$ cat config.mk
export PLATFORM = sky130hd
export DESIGN_NAME = signed_byte_alu_mul_div
export DESIGN_NICKNAME = d
export VERILOG_FILES = /design/src/hw/rtl/sbam_pkg.sv /design/src/hw/rtl/sbam_cell.sv /design/src/hw/rtl/signed_byte_alu_mul_div.sv
export SDC_FILE = /design/constraint.sdc
export NUM_CORES = 1
export LEC_CHECK = 0
export BUFFER_PORTS_ARGS = -buffer_cell sky130_fd_sc_hd__buf_4
export CAP_MARGIN = 10
export CORE_MARGIN = 2
export CORE_UTILIZATION = 55
export CTS_BUF_LIST = sky130_fd_sc_hd__clkbuf_4
export CTS_CLUSTER_DIAMETER = 200
export DETAILED_ROUTE_END_ITERATION = 12
export PLACE_DENSITY_LB_ADDON = 0.2
export SKIP_LAST_GASP = 1
export SLEW_MARGIN = 20
export SYNTH_ARGS = -nofsm -noshare
export SYNTH_HDL_FRONTEND = slang
export SYNTH_SLANG_ARGS = --single-unit
export TNS_END_PERCENT = 1
$ cat constraint.sdc
create_clock -name aclk -period 13.7 [get_ports aclk]
set_input_delay 0 -clock aclk [delete_from_list [all_inputs] [get_ports aclk]]
set_output_delay 0 -clock aclk [all_outputs]
set_load 0.1 [all_outputs]
$ cat src/hw/rtl/sbam_pkg.sv
package sbam_pkg;

    // Operand and result width.
    localparam int DATA_WIDTH = 8;

    // Operation code width and packed stream widths (whole bytes).
    localparam int CMD_WIDTH      = 2;
    localparam int S_FIELDS_WIDTH = CMD_WIDTH + 2 * DATA_WIDTH;
    localparam int M_FIELDS_WIDTH = 2 * DATA_WIDTH + 1;
    localparam int S_TDATA_WIDTH  = ((S_FIELDS_WIDTH + 7) / 8) * 8;
    localparam int M_TDATA_WIDTH  = ((M_FIELDS_WIDTH + 7) / 8) * 8;

    // Operation codes.
    typedef enum logic [CMD_WIDTH-1:0] {
        CMD_ADD = 2'd0,
        CMD_SUB = 2'd1,
        CMD_MUL = 2'd2,
        CMD_DIV = 2'd3
    } cmd_t;

    typedef logic [DATA_WIDTH-1:0] word_t;

    // Working set of one request as it travels along the row of cells.
    typedef struct packed {
        cmd_t  cmd;
        word_t sum;      // add or subtract result, formed on entry
        word_t acc;      // Booth accumulator
        word_t q;        // Booth multiplier / low product bits
        logic  qm1;      // Booth extra bit
        word_t m;        // Booth multiplicand
        word_t num;      // dividend magnitude, shifted out from the top
        word_t den;      // divisor magnitude
        word_t rem;      // partial remainder
        word_t quo;      // quotient magnitude, shifted in from the bottom
        logic  neg_a;
        logic  neg_b;
        logic  dbz;
    } lane_t;

endpackage

$ cat src/hw/rtl/sbam_cell.sv
module sbam_cell
    import sbam_pkg::*;
(
    input  logic  aclk,
    input  logic  aresetn,
    input  logic  en,
    input  logic  valid_in,
    input  lane_t lane_in,
    output logic  valid_out,
    output lane_t lane_out
);

    logic  valid_reg;
    lane_t lane_reg;
    lane_t lane_next;
    word_t booth_sum;
    word_t rem_shift;

    // One Booth step and one restoring division step.
    always_comb begin
        lane_next = lane_in;

        // Booth recoding of the current multiplier bit pair.
        if (lane_in.q[0] && !lane_in.qm1) begin
            booth_sum = lane_in.acc - lane_in.m;
        end else if (!lane_in.q[0] && lane_in.qm1) begin
            booth_sum = lane_in.acc + lane_in.m;
        end else begin
            booth_sum = lane_in.acc;
        end
        lane_next.qm1 = lane_in.q[0];
        lane_next.q   = {booth_sum[0], lane_in.q[DATA_WIDTH-1:1]};
        lane_next.acc = {booth_sum[DATA_WIDTH-1], booth_sum[DATA_WIDTH-1:1]};

        // Bring down the next dividend bit and try the subtraction.
        rem_shift     = {lane_in.rem[DATA_WIDTH-2:0], lane_in.num[DATA_WIDTH-1]};
        lane_next.num = {lane_in.num[DATA_WIDTH-2:0], 1'b0};
        if (rem_shift >= lane_in.den) begin
            lane_next.rem = rem_shift - lane_in.den;
            lane_next.quo = {lane_in.quo[DATA_WIDTH-2:0], 1'b1};
        end else begin
            lane_next.rem = rem_shift;
            lane_next.quo = {lane_in.quo[DATA_WIDTH-2:0], 1'b0};
        end
    end

    // Stage occupancy.
    always_ff @(posedge aclk) begin
        if (!aresetn) begin
            valid_reg <= 1'b0;
        end else if (en) begin
            valid_reg <= valid_in;
        end
    end

    // Stage payload.
    always_ff @(posedge aclk) begin
        if (en) begin
            lane_reg <= lane_next;
        end
    end

    assign valid_out = valid_reg;
    assign lane_out  = lane_reg;

endmodule

$ cat src/hw/rtl/signed_byte_alu_mul_div.sv
// Channel    | Handshake          | Payload (lowest bit first)
// -----------+--------------------+---------------------------------------------
// request    | s_tvalid, s_tready | s_tdata: cmd[1:0], operand_a[9:2],
//            |                    |          operand_b[17:10], zero fill
// result     | m_tvalid, m_tready | m_tdata: value[7:0], remainder[15:8],
//            |                    |          divide_by_zero[16], zero fill
//
// One request is taken every cycle while the output register is free or being
// emptied. Each result passes through the DATA_WIDTH cells (one Booth step and
// one division step each) and then through the output register.
// Reset empties the pipeline; requests in flight at reset are lost.
// When the output register holds a result that is not taken, the whole row of
// cells stops together and s_tready falls.
module signed_byte_alu_mul_div
    import sbam_pkg::*;
(
    input  logic                     aclk,
    input  logic                     aresetn,
    input  logic                     s_tvalid,
    output logic                     s_tready,
    input  logic [S_TDATA_WIDTH-1:0] s_tdata,   // cmd, operand_a, operand_b
    output logic                     m_tvalid,
    input  logic                     m_tready,
    output logic [M_TDATA_WIDTH-1:0] m_tdata    // value, remainder, divide_by_zero
);

    logic  advance;
    cmd_t  in_cmd;
    word_t in_a;
    word_t in_b;
    lane_t lane [0:DATA_WIDTH];
    logic  lane_valid [0:DATA_WIDTH];

    logic  m_tvalid_reg;
    cmd_t  out_cmd_reg;
    word_t value_reg;
    word_t value_next;
    word_t remainder_reg;
    word_t remainder_next;
    logic  dbz_reg;
    lane_t last;

    // The row moves whenever the output register is free or being emptied.
    assign advance  = !m_tvalid_reg || m_tready;
    assign s_tready = advance;

    // Unpack the request and prepare the first cell's working set.
    assign in_cmd = cmd_t'(s_tdata[CMD_WIDTH-1:0]);
    assign in_a   = s_tdata[CMD_WIDTH +: DATA_WIDTH];
    assign in_b   = s_tdata[CMD_WIDTH + DATA_WIDTH +: DATA_WIDTH];

    always_comb begin
        lane_valid[0] = s_tvalid;
        lane[0].cmd   = in_cmd;
        lane[0].sum   = (in_cmd == CMD_SUB) ? (in_a - in_b) : (in_a + in_b);
        lane[0].acc   = '0;
        lane[0].q     = in_b;
        lane[0].qm1   = 1'b0;
        lane[0].m     = in_a;
        lane[0].neg_a = in_a[DATA_WIDTH-1];
        lane[0].neg_b = in_b[DATA_WIDTH-1];
        // Magnitudes; the most negative value maps to its unsigned magnitude.
        lane[0].num   = in_a[DATA_WIDTH-1] ? ('0 - in_a) : in_a;
        lane[0].den   = in_b[DATA_WIDTH-1] ? ('0 - in_b) : in_b;
        lane[0].rem   = '0;
        lane[0].quo   = '0;
        lane[0].dbz   = (in_cmd == CMD_DIV) && (in_b == '0);
    end

    // Row of identical step cells.
    for (genvar i = 0; i < DATA_WIDTH; i++) begin : g_cell
        sbam_cell u_cell (
            .aclk      (aclk),
            .aresetn   (aresetn),
            .en        (advance),
            .valid_in  (lane_valid[i]),
            .lane_in   (lane[i]),
            .valid_out (lane_valid[i+1]),
            .lane_out  (lane[i+1])
        );
    end

    assign last = lane[DATA_WIDTH];

    // Pick the result and apply the division signs.
    always_comb begin
        value_next     = '0;
        remainder_next = '0;
        case (last.cmd)
            CMD_ADD, CMD_SUB: begin
                value_next = last.sum;
            end
            CMD_MUL: begin
                value_next = last.q;
            end
            CMD_DIV: begin
                if (!last.dbz) begin
                    value_next     = (last.neg_a != last.neg_b) ? ('0 - last.quo) : last.quo;
                    remainder_next = last.neg_a ? ('0 - last.rem) : last.rem;
                end
            end
            default: begin
                value_next = '0;
            end
        endcase
    end

    // Output register occupancy.
    always_ff @(posedge aclk) begin
        if (!aresetn) begin
            m_tvalid_reg <= 1'b0;
        end else if (advance) begin
            m_tvalid_reg <= lane_valid[DATA_WIDTH];
        end
    end

    // Output register payload.
    always_ff @(posedge aclk) begin
        if (advance) begin
            out_cmd_reg   <= last.cmd;
            value_reg     <= value_next;
            remainder_reg <= remainder_next;
            dbz_reg       <= last.dbz;
        end
    end

    assign m_tvalid = m_tvalid_reg;
    assign m_tdata  = {{(M_TDATA_WIDTH - M_FIELDS_WIDTH){1'b0}},
                       dbz_reg, remainder_reg, value_reg};

    // A division by zero gives zero for both quotient and remainder.
    assert property (@(posedge aclk) disable iff (!aresetn)
        (m_tvalid && dbz_reg) |-> (value_reg == '0 && remainder_reg == '0))
        else $error("divide by zero result is not cleared");

    // Only divisions carry a remainder or the zero-divisor flag.
    assert property (@(posedge aclk) disable iff (!aresetn)
        (m_tvalid && out_cmd_reg != CMD_DIV) |-> (remainder_reg == '0 && !dbz_reg))
        else $error("non-divide result has remainder or flag set");

    // Requests are refused only while a finished result waits to be taken.
    assert property (@(posedge aclk) disable iff (!aresetn)
        !s_tready |-> (m_tvalid && !m_tready))
        else $error("request refused without a stalled result");

endmodule

==> results.toml, run 1 <==
[cts]
cts-buffers-inserted = 102
cts.clk_slew.worst_paths_ns = 0.06
worstSkewPairLatency_ns = 0.76
clockRootBuffer = "sky130_fd_sc_hd__clkbuf_4"
cts_tree = "done"
cts_post_setup_buffers_inserted = 0
post_cts.resized_instances = 0
clock_sinks = 419
cts-htree-levels = 3
clock_tree_buf_depth = 3

[placement]
dpl.cell_count = 1872
place_hpwl_um = 19800
routabilityCongestion = 0.824
io_buffers = 40

[synthesis]
synth_top_family_by_area = "adder cells"
ys.warnings.count = 0
synthesis.area_mm2 = 0.0192
syn_avg_cell_area_um2 = 13.7
postSynthRegisterBits = 419
yosys_most_used_dff = "sky130_fd_sc_hd__edfxtp_1"
synth_adder_area_share_pct = 9.12
synth_sequential_area_ratio_pct = 65.1
synth-compound-area-share_pct = 8.66
post_synth_arst_share_pct = 0
synth_edf_count = 410
synth_simple_gate_area_share_pct = 7.94
post_synth_inst_count = 1398
synthXorXnorAreaFrac_pct = 3.56
synth.distinct_cells = 73
post_synth_mux_area_share_pct = 1.85

[global_route]
grt_antenna_before_repair = 2
grt_remaining_overflow = 0
grt_use_total_pct = 17.2
via_count_of_the_first_global_routing_pass = 11000
pin_count_of_the_biggest_net_entering_global_routing = 150
grt_first_pass_wirelength_um = 50300

[detailed_routing]
detail_route.wirelength_um = 29500
route.vias.total = 10800
post_drt_via_cell_ratio = 5.19
ant_nets = 0
first_drt_iteration_drcs = 608
dr_wl_cell_um = 14.1
firstDrtPassIters = 5
number_of_drc_violations_after_detailed_routing = 0

[worst_setup_path]
critical_path.top_delay_family = "buffers and inverters"
critPathKind = "register to output port"
endpoint_class_of_the_critical_path = "output port"
crit_slowest_cell = "sky130_fd_sc_hd__buf_4"
timing.critical_path.slowest_cell_delay_ns = 0.94
worstPathCellList = "nor2b_1, inv_8, buf_4, buf_4"
critical_path_peak_fanout = 149
crit_required_ns = 13.70
critical_path_buf_inv_count = 3
setup.worst_path.start_class = "register"
critPathArrivalTime_ns = 3.54
cpMostUsedCell = "sky130_fd_sc_hd__buf_4"

[power]
netSwitchingFraction_pct = 29.2
pwr-share-clk_pct = 26.5
powerDensity_mw_per_mm2 = 168
power.total_mw = 3.61
p_switching_mw = 1.05
intPower_mw = 2.55
peakVddDrop_mv = 0.108
p_leak_nw = 8.84
seq_power_share_pct = 50.4
power.combinational.fraction_pct = 23.0

[die]
coreArea_mm2 = 0.0345
initial_cell_density_of_the_core_pct = 55.7
floorplan.io_pins = 54
num_rows = 68
chipWidth_um = 191
die_y_um = 191
dieArea_mm2 = 0.0364

[sta]
final_hold_violating_endpoints = 0
timing.clock.skew_ns = 0.0296
drv_slew = 0
tightestPinTransition_ns = 1.08
max_slew_margin_pct = 28.1
setup_viol_count_final = 0
final_min_period_over_clock_period_pct = 25.9
final_period_minus_worst_setup_slack_ns = 3.54
rsz0062_at_grt = "false"
fmax_ghz = 0.282
setup_total_negative_slack_ns = 0
finalHoldWorstSlack_ns = 0.0914

[final_layout]
postLayoutCoreUtil_pct = 62.5
layout.filler_cells = 2615
final_cells = 2085
largest_register_ff_count = 393
layout.nets = 1711
drive_gt1_share_pct = 14.6
area_growth_pct = 12.3

[outcome]
result_of_the_run = "finished, final reports clean"

[worst_hold_path]
min_delay_worst_type = "input port to register"

[flow_run]
max_cap_violations = 0
## Yosys cell counts, types with 3 or more instances
| cell type | instances | share of area [%] |
|---|---|---|
| sky130_fd_sc_hd__a211oi_1 | 4 | 0.16 |
| sky130_fd_sc_hd__a21boi_0 | 9 | 0.35 |
| sky130_fd_sc_hd__a21o_1 | 6 | 0.23 |
| sky130_fd_sc_hd__a21oi_1 | 75 | 2.0 |
| sky130_fd_sc_hd__a221oi_1 | 6 | 0.27 |
| sky130_fd_sc_hd__a22oi_1 | 8 | 0.31 |
| sky130_fd_sc_hd__a31oi_1 | 3 | 0.098 |
| sky130_fd_sc_hd__and3_1 | 3 | 0.098 |
| sky130_fd_sc_hd__buf_2 | 4 | 0.10 |
| sky130_fd_sc_hd__buf_4 | 8 | 0.31 |
| sky130_fd_sc_hd__clkbuf_1 | 15 | 0.29 |
| sky130_fd_sc_hd__clkinv_1 | 3 | 0.059 |
| sky130_fd_sc_hd__dfxtp_1 | 9 | 0.94 |
| sky130_fd_sc_hd__edfxtp_1 | 410 | 64 |
| sky130_fd_sc_hd__fa_1 | 18 | 1.9 |
| sky130_fd_sc_hd__ha_1 | 111 | 7.2 |
| sky130_fd_sc_hd__inv_1 | 146 | 2.9 |
| sky130_fd_sc_hd__mux2_2 | 19 | 1.1 |
| sky130_fd_sc_hd__mux2i_1 | 14 | 0.73 |
| sky130_fd_sc_hd__nand2_1 | 83 | 1.6 |
| sky130_fd_sc_hd__nand2b_1 | 17 | 0.55 |
| sky130_fd_sc_hd__nand3_1 | 16 | 0.42 |
| sky130_fd_sc_hd__nand3b_1 | 10 | 0.39 |
| sky130_fd_sc_hd__nand4_1 | 7 | 0.23 |
| sky130_fd_sc_hd__nand4b_1 | 3 | 0.14 |
| sky130_fd_sc_hd__nor2_1 | 87 | 1.7 |
| sky130_fd_sc_hd__nor2b_1 | 29 | 0.95 |
| sky130_fd_sc_hd__nor3_1 | 18 | 0.47 |
| sky130_fd_sc_hd__nor3b_1 | 6 | 0.23 |
| sky130_fd_sc_hd__nor4_1 | 6 | 0.20 |
| sky130_fd_sc_hd__o211ai_1 | 8 | 0.31 |
| sky130_fd_sc_hd__o21a_1 | 15 | 0.59 |
| sky130_fd_sc_hd__o21ai_0 | 51 | 1.3 |
| sky130_fd_sc_hd__o21bai_1 | 16 | 0.63 |
| sky130_fd_sc_hd__o221ai_1 | 3 | 0.14 |
| sky130_fd_sc_hd__o22ai_1 | 20 | 0.65 |
| sky130_fd_sc_hd__o31ai_1 | 8 | 0.31 |
| sky130_fd_sc_hd__or2_2 | 5 | 0.16 |
| sky130_fd_sc_hd__or3_1 | 4 | 0.13 |
| sky130_fd_sc_hd__or4_1 | 4 | 0.16 |
| sky130_fd_sc_hd__xnor2_1 | 54 | 2.5 |
| sky130_fd_sc_hd__xor2_1 | 22 | 1.0 |
## layout make-up
class                      instances  area (um^2)  share of cell area [%]
antenna                            3         7.51                  0.0349
clock inverter                    34          170                   0.790
clock buffer                     143         1070                    4.99
inverter                         149          567                    2.63
timing repair buffer              76          657                    3.05
sequential                       419        12500                    58.0
tap                              455          569                    2.64
multi-input combinational        806         5990                    27.8
## power groups by stage
| stage | clock [mW] | combinational, mW | sequential (mW) |
|---|---|---|---|
| 4_1_cts | 0.999 | 0.833 | 1.82 |
| 6_report | 0.957 | 0.830 | 1.82 |
| 3_3_place_gp | 0 | 0.790 | 1.84 |
| 5_1_grt | 1.06 | 0.941 | 1.85 |
| 2_1_floorplan | 0 | 0.595 | 1.89 |
| 3_5_place_dp | 0 | 0.822 | 1.85 |
## cell usage in the layout, fill, tap and decap left out, types with 15 or more instances in the layout
cell type,instances
sky130_fd_sc_hd__edfxtp_1,410
sky130_fd_sc_hd__clkbuf_4,143
sky130_fd_sc_hd__o21a_1,15
sky130_fd_sc_hd__o22ai_1,20
sky130_fd_sc_hd__o21ai_0,51
sky130_fd_sc_hd__nor2b_1,29
sky130_fd_sc_hd__xor2_1,22
sky130_fd_sc_hd__fa_1,18
sky130_fd_sc_hd__xnor2_1,54
sky130_fd_sc_hd__buf_4,42
sky130_fd_sc_hd__mux2_2,19
sky130_fd_sc_hd__ha_1,111
sky130_fd_sc_hd__a21oi_1,75
sky130_fd_sc_hd__nor2_1,87
sky130_fd_sc_hd__dlygate4sd3_1,33
sky130_fd_sc_hd__nand3_1,16
sky130_fd_sc_hd__nor3_1,18
sky130_fd_sc_hd__clkinv_1,28
sky130_fd_sc_hd__nand2_1,83
sky130_fd_sc_hd__o21bai_1,16
sky130_fd_sc_hd__inv_1,146
sky130_fd_sc_hd__nand2b_1,17
## what timing repair did
item                                    in CTS  in global routing
hold buffers                                33                  0
hold endpoints to repair                    65                  0
endpoints found under the setup margin       0                  0
## metrics by stage
step | worst slack [ns] | cell area [um^2]
4_1_cts | 9.89 | 21500
3_5_place_dp | 9.95 | 19900
2_1_floorplan | 0.559 | 19200
6_report | 10.16 | 21500
3_3_place_gp | 9.97 | 19900
5_1_grt | 9.85 | 21500
## logic make-up (layout without fill, tap and decap cells)
logic type	after synthesis	count (layout)
compound gates	253	253
flops	419	419
simple gates	307	307
other cells	1	10
buf+inv	179	402
fa+ha+maj	129	129
xor+xnor	77	77
mux	33	33
## layer usage
layer,vias up,global-route usage (%),wire length [um]
met2,238,29.7,14900
li1,5459,-,-
met3,68,4.45,1200
met4,0,7.16,800
met1,5052,20.6,12600
met5,-,0,0
## worst paths after layout
check / from / endpoint / slack [ns] / cells after the start
hold reg to reg: g_cell[1].u_cell.lane_out[33] / g_cell[2].u_cell.lane_out[34] / 0.40 / 0
setup reg to reg: m_tvalid / g_cell[0].u_cell.lane_out[57] / 10.24 / 4
hold / removal: s_tdata[7] / g_cell[0].u_cell.lane_out[40] / 0.09 / 2
setup / recovery: m_tvalid / s_tready / 10.16 / 4
No activity file was read; power rests on OpenSTA's default activity.
==> run 2, diff against run 1 <==
--- a/config.mk
+++ b/config.mk
@@ -5,6 +5,7 @@
 export SDC_FILE = /design/constraint.sdc
 export NUM_CORES = 1
 export LEC_CHECK = 0
+export ABC_AREA = 1
 export BUFFER_PORTS_ARGS = -buffer_cell sky130_fd_sc_hd__buf_4
 export CAP_MARGIN = 10
 export CORE_MARGIN = 2
==> constraint.sdc (replaced) <==
create_clock -name aclk -period 3.1 [get_ports aclk]
set_input_delay 0 -clock aclk [delete_from_list [all_inputs] [get_ports aclk]]
set_output_delay 0 -clock aclk [all_outputs]
set_load 0.1 [all_outputs]
==> results.toml, run 2 <==
[synthesis]
synthesis.area_mm2 = 0.0193
synthMostInstantiatedCell = "sky130_fd_sc_hd__edfxtp_1"
post_synth_inst_count = 1552
post_synth_arst_share_pct = 0
yosys_most_used_dff = "sky130_fd_sc_hd__edfxtp_1"
post-synth-top-area-cell = "sky130_fd_sc_hd__edfxtp_1"
synth_top_cell_area_share_pct = 63.7
yosys-top-cells-count = "sky130_fd_sc_hd__edfxtp_1 (410), sky130_fd_sc_hd__inv_1 (225), sky130_fd_sc_hd__nand2_1 (190), sky130_fd_sc_hd__a21oi_1 (114), sky130_fd_sc_hd__nor2_1 (112)"
ys.warnings.count = 0
postSynthRegisterBits = 419
synth_edf_count = 410
synth.distinct_cells = 50
synth_sequential_area_ratio_pct = 64.7
ys_top_cells_by_area = "sky130_fd_sc_hd__edfxtp_1 (64%), sky130_fd_sc_hd__ha_1 (7.2%), sky130_fd_sc_hd__inv_1 (4.4%), sky130_fd_sc_hd__nand2_1 (3.7%), sky130_fd_sc_hd__a21oi_1 (3.0%)"
syn_avg_cell_area_um2 = 12.4

[worst_setup_path]
timing.critical_path.from = "m_tvalid"
critPathKind = "register to output port"
endpoint_class_of_the_critical_path = "output port"
critical_path_peak_fanout = 170
setup.worst_path.start_class = "register"
crit_required_ns = 3.10
critPathArrivalTime_ns = 2.56
reg2reg_from = "g_cell[0].u_cell.lane_out[19]"

[sta]
rsz0062_at_grt = "false"
final_min_period_over_clock_period_pct = 82.4
layout_setup_ws_ns = 0.545
final_hold_violating_endpoints = 0
final_period_minus_worst_setup_slack_ns = 2.56
timing.clock.skew_ns = 0.0376
setup_viol_count_final = 0
fmax_ghz = 0.391
setup_total_negative_slack_ns = 0
tightestPinTransition_ns = 0.888
drv_slew = 0
max_slew_margin_pct = 40.6

[worst_hold_path]
hold_path.startpoint = "s_tdata[17]"
min_delay_worst_type = "input port to register"

[power]
p_leak_nw = 9.62
powerDensity_mw_per_mm2 = 759
peakVddDrop_mv = 0.578

[global_route]
via_count_of_the_first_global_routing_pass = 11500
grt_use_total_pct = 17.5
grt_antenna_before_repair = 1
pin_count_of_the_biggest_net_entering_global_routing = 171
grt_first_pass_wirelength_um = 51300
grt_remaining_overflow = 0

[final_layout]
drive_gt1_share_pct = 14.5
layout.nets = 1885
largest_register_ff_count = 393
most-common-layout-cells = "sky130_fd_sc_hd__edfxtp_1 (410), sky130_fd_sc_hd__inv_1 (225), sky130_fd_sc_hd__nand2_1 (190), sky130_fd_sc_hd__clkbuf_4 (146), sky130_fd_sc_hd__a21oi_1 (114)"
most_frequent_standard_cell_in_the_layout_excluding_fill_and_tap_cells = "sky130_fd_sc_hd__edfxtp_1"
multiInputGateArea_mm2 = 0.00578
area_growth_pct = 13.2
layout.filler_cells = 2695
regArea_mm2 = 0.0125
postLayoutCoreUtil_pct = 63.3

[cts]
cts_tree = "done"
cts_post_setup_buffers_inserted = 0
worstSkewPairLatency_ns = 0.73
post_cts.resized_instances = 0
cts.clk_slew.worst_paths_ns = 0.06
cts-htree-levels = 3
clock_tree_buf_depth = 3
cts-buffers-inserted = 102
clockRootBuffer = "sky130_fd_sc_hd__clkbuf_4"
clock_sinks = 419

[die]
die_y_um = 191
initial_cell_density_of_the_core_pct = 55.9
chipWidth_um = 191
dieArea_mm2 = 0.0366
num_rows = 68
floorplan.io_pins = 54
coreArea_mm2 = 0.0345

[placement]
io_buffers = 40
routabilityCongestion = 0.895
detailedPlace.worstSlack_ns = 0.639
place_hpwl_um = 20700

[detailed_routing]
route.vias.total = 11400
ant_nets = 0
detail_route.wirelength_um = 30300
number_of_drc_violations_after_detailed_routing = 0
dr_wl_cell_um = 13.4
first_drt_iteration_drcs = 751
post_drt_via_cell_ratio = 5.04
firstDrtPassIters = 6

[flow_run]
max_cap_violations = 0

[outcome]
result_of_the_run = "finished, final reports clean"
-- run 2: cell count changes after synthesis, moves of 14 or more --
cell and change:
sky130_fd_sc_hd__xnor2_1 -31, sky130_fd_sc_hd__nand3_1 +51, sky130_fd_sc_hd__a21oi_1 +39, sky130_fd_sc_hd__nand2b_1 -17
sky130_fd_sc_hd__inv_1 +79, sky130_fd_sc_hd__nand4_1 +14, sky130_fd_sc_hd__mux2_2 -19, sky130_fd_sc_hd__nor2_1 +25
sky130_fd_sc_hd__nand2_1 +107, sky130_fd_sc_hd__nor2b_1 -29, sky130_fd_sc_hd__xor2_1 +18, sky130_fd_sc_hd__o22ai_1 -20
sky130_fd_sc_hd__mux2i_1 -14
-- run 2: worst paths after layout --
| kind | to | slack (ns) | depth (start not counted) |
|---|---|---|---|
| worst min register to register | g_cell[6].u_cell.lane_out[61] | 0.39 | 0 |
| worst min-delay path | g_cell[0].u_cell.lane_out[1] | 0.13 | 2 |
| worst max register to register | g_cell[1].u_cell.lane_out[17] | 0.87 | 9 |
| worst max-delay path | s_tready | 0.54 | 6 |
-- run 2: cells by family after synthesis --
group / after synthesis / synth area share, %
simple gates: 449 / 11.0
compound gates: 236 / 6.92
buf+inv: 255 / 5.51
other cells: 1 / 0.0194
xor+xnor: 63 / 2.86
fa+ha+maj: 129 / 9.06
flops: 419 / 64.7
-- run 2: timing repair --
| item | 4_1_cts | 5_1_grt |
|---|---|---|
| hold endpoints to repair | 65 | 0 |
| setup endpoints to repair | 0 | 0 |
| hold buffers | 43 | 0 |
-- run 2: per-stage QoR --
stage / instances / power (mW) / cell area [um^2] / hold WS, ns
2_1_floorplan: 1558 / 11.5 / 19400 / 0.0989
3_3_place_gp: 2036 / 12.1 / 20100 / 0.212
3_5_place_dp: 2036 / 12.2 / 20100 / 0.210
4_1_cts: 2259 / 16.8 / 21900 / 0.00396
5_1_grt: 2260 / 17.7 / 21900 / 0.0523
6_report: 2260 / 16.6 / 21900 / 0.130
-- run 2: per-layer routing --
| layer | part of all wire, % | vias to the layer above | GRT usage (%) |
|---|---|---|---|
| li1 | - | 5823 | - |
| met1 | 43 | 5232 | 20.4 |
| met2 | 50 | 257 | 30.4 |
| met3 | 4.4 | 79 | 4.08 |
| met4 | 3.0 | 0 | 8.55 |
| met5 | 0 | - | 0 |
-- run 2: final cells by class --
cell class / instances / area share, %
Multi-Input combinational cell: 884 / 26.4
Clock inverter: 34 / 0.996
Inverter: 230 / 4.08
Antenna cell: 1 / 0.0114
Clock buffer: 146 / 5.01
Timing Repair Buffer: 91 / 3.73
Sequential cell: 419 / 57.1
Tap cell: 455 / 2.60
-- run 2: worst max-delay path, cell delays in order (launching register included) --
cell	delay, ns
sky130_fd_sc_hd__dfxtp_1	0.33
sky130_fd_sc_hd__inv_1	0.04
sky130_fd_sc_hd__nor2_1	0.09
sky130_fd_sc_hd__buf_4	0.24
sky130_fd_sc_hd__clkinv_16	0.32
sky130_fd_sc_hd__buf_4	0.40
sky130_fd_sc_hd__buf_4	0.26
-- run 2: power by group --
group | switching [mW] | internal (mW) | total (mW)
Combinational | 2.53 | 1.56 | 4.08
Sequential | 0.496 | 7.63 | 8.12
Clock | 2.04 | 2.35 | 4.39
Total | 5.06 | 11.5 | 16.6
==> run 3, diff against run 2 <==
--- a/config.mk
+++ b/config.mk
@@ -5,7 +5,7 @@
 export SDC_FILE = /design/constraint.sdc
 export NUM_CORES = 1
 export LEC_CHECK = 0
-export ABC_AREA = 1
+export ABC_AREA = 0
 export BUFFER_PORTS_ARGS = -buffer_cell sky130_fd_sc_hd__buf_4
 export CAP_MARGIN = 10
 export CORE_MARGIN = 2
==> constraint.sdc (replaced) <==
create_clock -name aclk -period 2.36 [get_ports aclk]
set_input_delay 0 -clock aclk [delete_from_list [all_inputs] [get_ports aclk]]
set_output_delay 0 -clock aclk [all_outputs]
set_load 0.1 [all_outputs]
==> results.toml, run 3 (synthesis results as in run 1) <==
[detailed_routing]
route.vias.total = 11100
detail_route.wirelength_um = 31800
wirelength_met1_um = 13000
firstDrtPassIters = 5
dr_wl_cell_um = 14.9
wl_met3_um = 1210
post_drt_via_cell_ratio = 5.18
detailroute.wirelength.met2_um = 16800
top_layer = "met4"
ant_nets = 0
number_of_drc_violations_after_detailed_routing = 0
first_drt_iteration_drcs = 479

[placement]
placement_stage_cell_area_mm2 = 0.0205
routabilityCongestion = 0.841
dpl.cell_count = 1928
io_buffers = 40
place_hpwl_um = 22600

[power]
power.combinational.fraction_pct = 24.0
netSwitchingFraction_pct = 29.3
powerDensity_mw_per_mm2 = 963
pwr-share-clk_pct = 26.2
intPower_mw = 15.1
power.total_mw = 21.3
p_switching_mw = 6.25
p_leak_nw = 9.18
peakVddDrop_mv = 0.623
seq_power_share_pct = 49.7

[worst_setup_path]
setup.worst_path.start_class = "register"
crit-reg2reg-capture = "g_cell[3].u_cell.lane_out[13]"
critPathKind = "register to register"
timing.critical_path.slowest_cell_delay_ns = 0.40
critPathArrivalTime_ns = 3.04
setup.reg_to_reg.worst_slack_ns = -0.16
reg2reg_from = "g_cell[2].u_cell.lane_out[34]"
crit_required_ns = 2.88
rr_worst_depth = 11
critical_path_buf_inv_count = 3
critical_path.top_delay_family = "compound AO/OA/AOI/OAI gates"
endpoint_class_of_the_critical_path = "register"
crit_slowest_cell = "sky130_fd_sc_hd__edfxtp_1"
critical_path_peak_fanout = 7
timing.critical_path.from = "g_cell[2].u_cell.lane_out[34]"
worstPathCellList = "inv_2, ha_2, inv_1, fa_2, a211oi_2, o21bai_1, a21oi_2, nor2b_2, o31ai_4, buf_6, mux2_2"

[outcome]
result_of_the_run = "finished, violations left"
violations_in_the_final_reports = "setup timing"

[die]
die_y_um = 191
coreArea_mm2 = 0.0345
chipWidth_um = 191
num_rows = 68
initial_cell_density_of_the_core_pct = 55.7
floorplan.io_pins = 54
dieArea_mm2 = 0.0364

[cts]
clockRootBuffer = "sky130_fd_sc_hd__clkbuf_4"
cts-buffers-inserted = 101
cts.clk_slew.worst_paths_ns = 0.06
clock_tree_buf_depth = 3
worstSkewPairLatency_ns = 0.77
cts-htree-levels = 3
cts_tree = "done"
clock_sinks = 419

[global_route]
grt_remaining_overflow = 0
pin_count_of_the_biggest_net_entering_global_routing = 136
via_count_of_the_first_global_routing_pass = 11100
grt_first_pass_wirelength_um = 51800
grt_antenna_before_repair = 1
grt_use_total_pct = 18.1

[sta]
max_slew_margin_pct = 60.0
rsz0062_at_grt = "true"
final_period_minus_worst_setup_slack_ns = 2.52
timing.clock.skew_ns = 0.0520
setup_viol_count_final = 18
final_min_period_over_clock_period_pct = 107
setup_total_negative_slack_ns = -2.11
tightestPinTransition_ns = 0.596
drv_slew = 0
final_hold_violating_endpoints = 0
layout_setup_ws_ns = -0.156
fmax_ghz = 0.397

[worst_hold_path]
hold_path.startpoint = "aresetn"
holdPathEnd = "g_cell[1].u_cell.valid_out"
min_delay_worst_type = "input port to register"
whs_path_depth = 3

[final_layout]
postLayoutCellArea_mm2 = 0.0221
most_frequent_standard_cell_in_the_layout_excluding_fill_and_tap_cells = "sky130_fd_sc_hd__edfxtp_1"
layout.nets = 1767
most-common-layout-cells = "sky130_fd_sc_hd__edfxtp_1 (410), sky130_fd_sc_hd__inv_1 (145), sky130_fd_sc_hd__clkbuf_4 (139), sky130_fd_sc_hd__ha_1 (109), sky130_fd_sc_hd__buf_4 (92)"
layout.filler_cells = 2616
area_growth_pct = 15.4
postLayoutCoreUtil_pct = 64.2
drive_gt1_share_pct = 18.2
final_cells = 2138
largest_register_ff_count = 393

[flow_run]
max_cap_violations = 0
## run 3: cell type report
class	count	area [um^2]	share of cell area [%]
diodes	1	2.50	0.0113
inverters	149	586	2.65
multi-input cells	806	6040	27.3
clock inverters	36	211	0.955
well taps	455	569	2.57
clock buffers	139	1040	4.72
flip-flops and latches	419	12500	56.5
repair buffers	133	1180	5.34
## run 3: repair_timing
action,CTS,global route
hold endpoints to repair,65,0
setup endpoints to repair,22,54
pin swaps,3,4
gates cloned,0,0
hold buffers,32,0
gates resized for setup,4,3
buffers inserted,2,0
## run 3: worst reg2reg max path, cell delays in order, from the launching register on
cell and delay, ns:
sky130_fd_sc_hd__edfxtp_1 0.40, sky130_fd_sc_hd__inv_2 0.07, sky130_fd_sc_hd__ha_2 0.16, sky130_fd_sc_hd__inv_1 0.06, sky130_fd_sc_hd__fa_2 0.34, sky130_fd_sc_hd__a211oi_2 0.19, sky130_fd_sc_hd__o21bai_1 0.11, sky130_fd_sc_hd__a21oi_2 0.17
sky130_fd_sc_hd__nor2b_2 0.08, sky130_fd_sc_hd__o31ai_4 0.22, sky130_fd_sc_hd__buf_6 0.15, sky130_fd_sc_hd__mux2_2 0.34
## run 3: power groups by stage
stage	Combinational [mW]	Clock, mW	Sequential (mW)
2_1_floorplan	3.47	0	11.0
3_3_place_gp	4.91	0	10.7
3_5_place_dp	5.06	0	10.8
4_1_cts	5.15	5.83	10.6
5_1_grt	5.72	6.19	10.8
6_report	5.13	5.59	10.6
## run 3: worst max path at each step
| stage | slack (ns) | end | cells past startpoint |
|---|---|---|---|
| after floorplan | -0.14 | g_cell[3].u_cell.lane_out[12] | 10 |
| after global placement | -0.27 | g_cell[3].u_cell.lane_out[13] | 10 |
| after detailed placement | -0.36 | g_cell[3].u_cell.lane_out[13] | 10 |
| after CTS | -0.20 | g_cell[2].u_cell.lane_out[16] | 11 |
| after global routing | -0.30 | g_cell[2].u_cell.lane_out[15] | 11 |
| final | -0.16 | g_cell[3].u_cell.lane_out[13] | 11 |
## run 3: per-stage QoR
stage,worst slack [ns],hold WS (ns)
2_1_floorplan,-0.141,0.0989
3_3_place_gp,-0.272,0.225
3_5_place_dp,-0.360,0.223
4_1_cts,-0.197,0.0132
5_1_grt,-0.303,0.0519
6_report,-0.156,0.101
## run 3: routing by layer
| layer | global-route usage [%] | vias up |
|---|---|---|
| met2 | 32.7 | 224 |
| met4 | 8.35 | 0 |
| li1 | - | 5558 |
| met1 | 20.3 | 5228 |
| met3 | 4.05 | 56 |
| met5 | 0 | - |
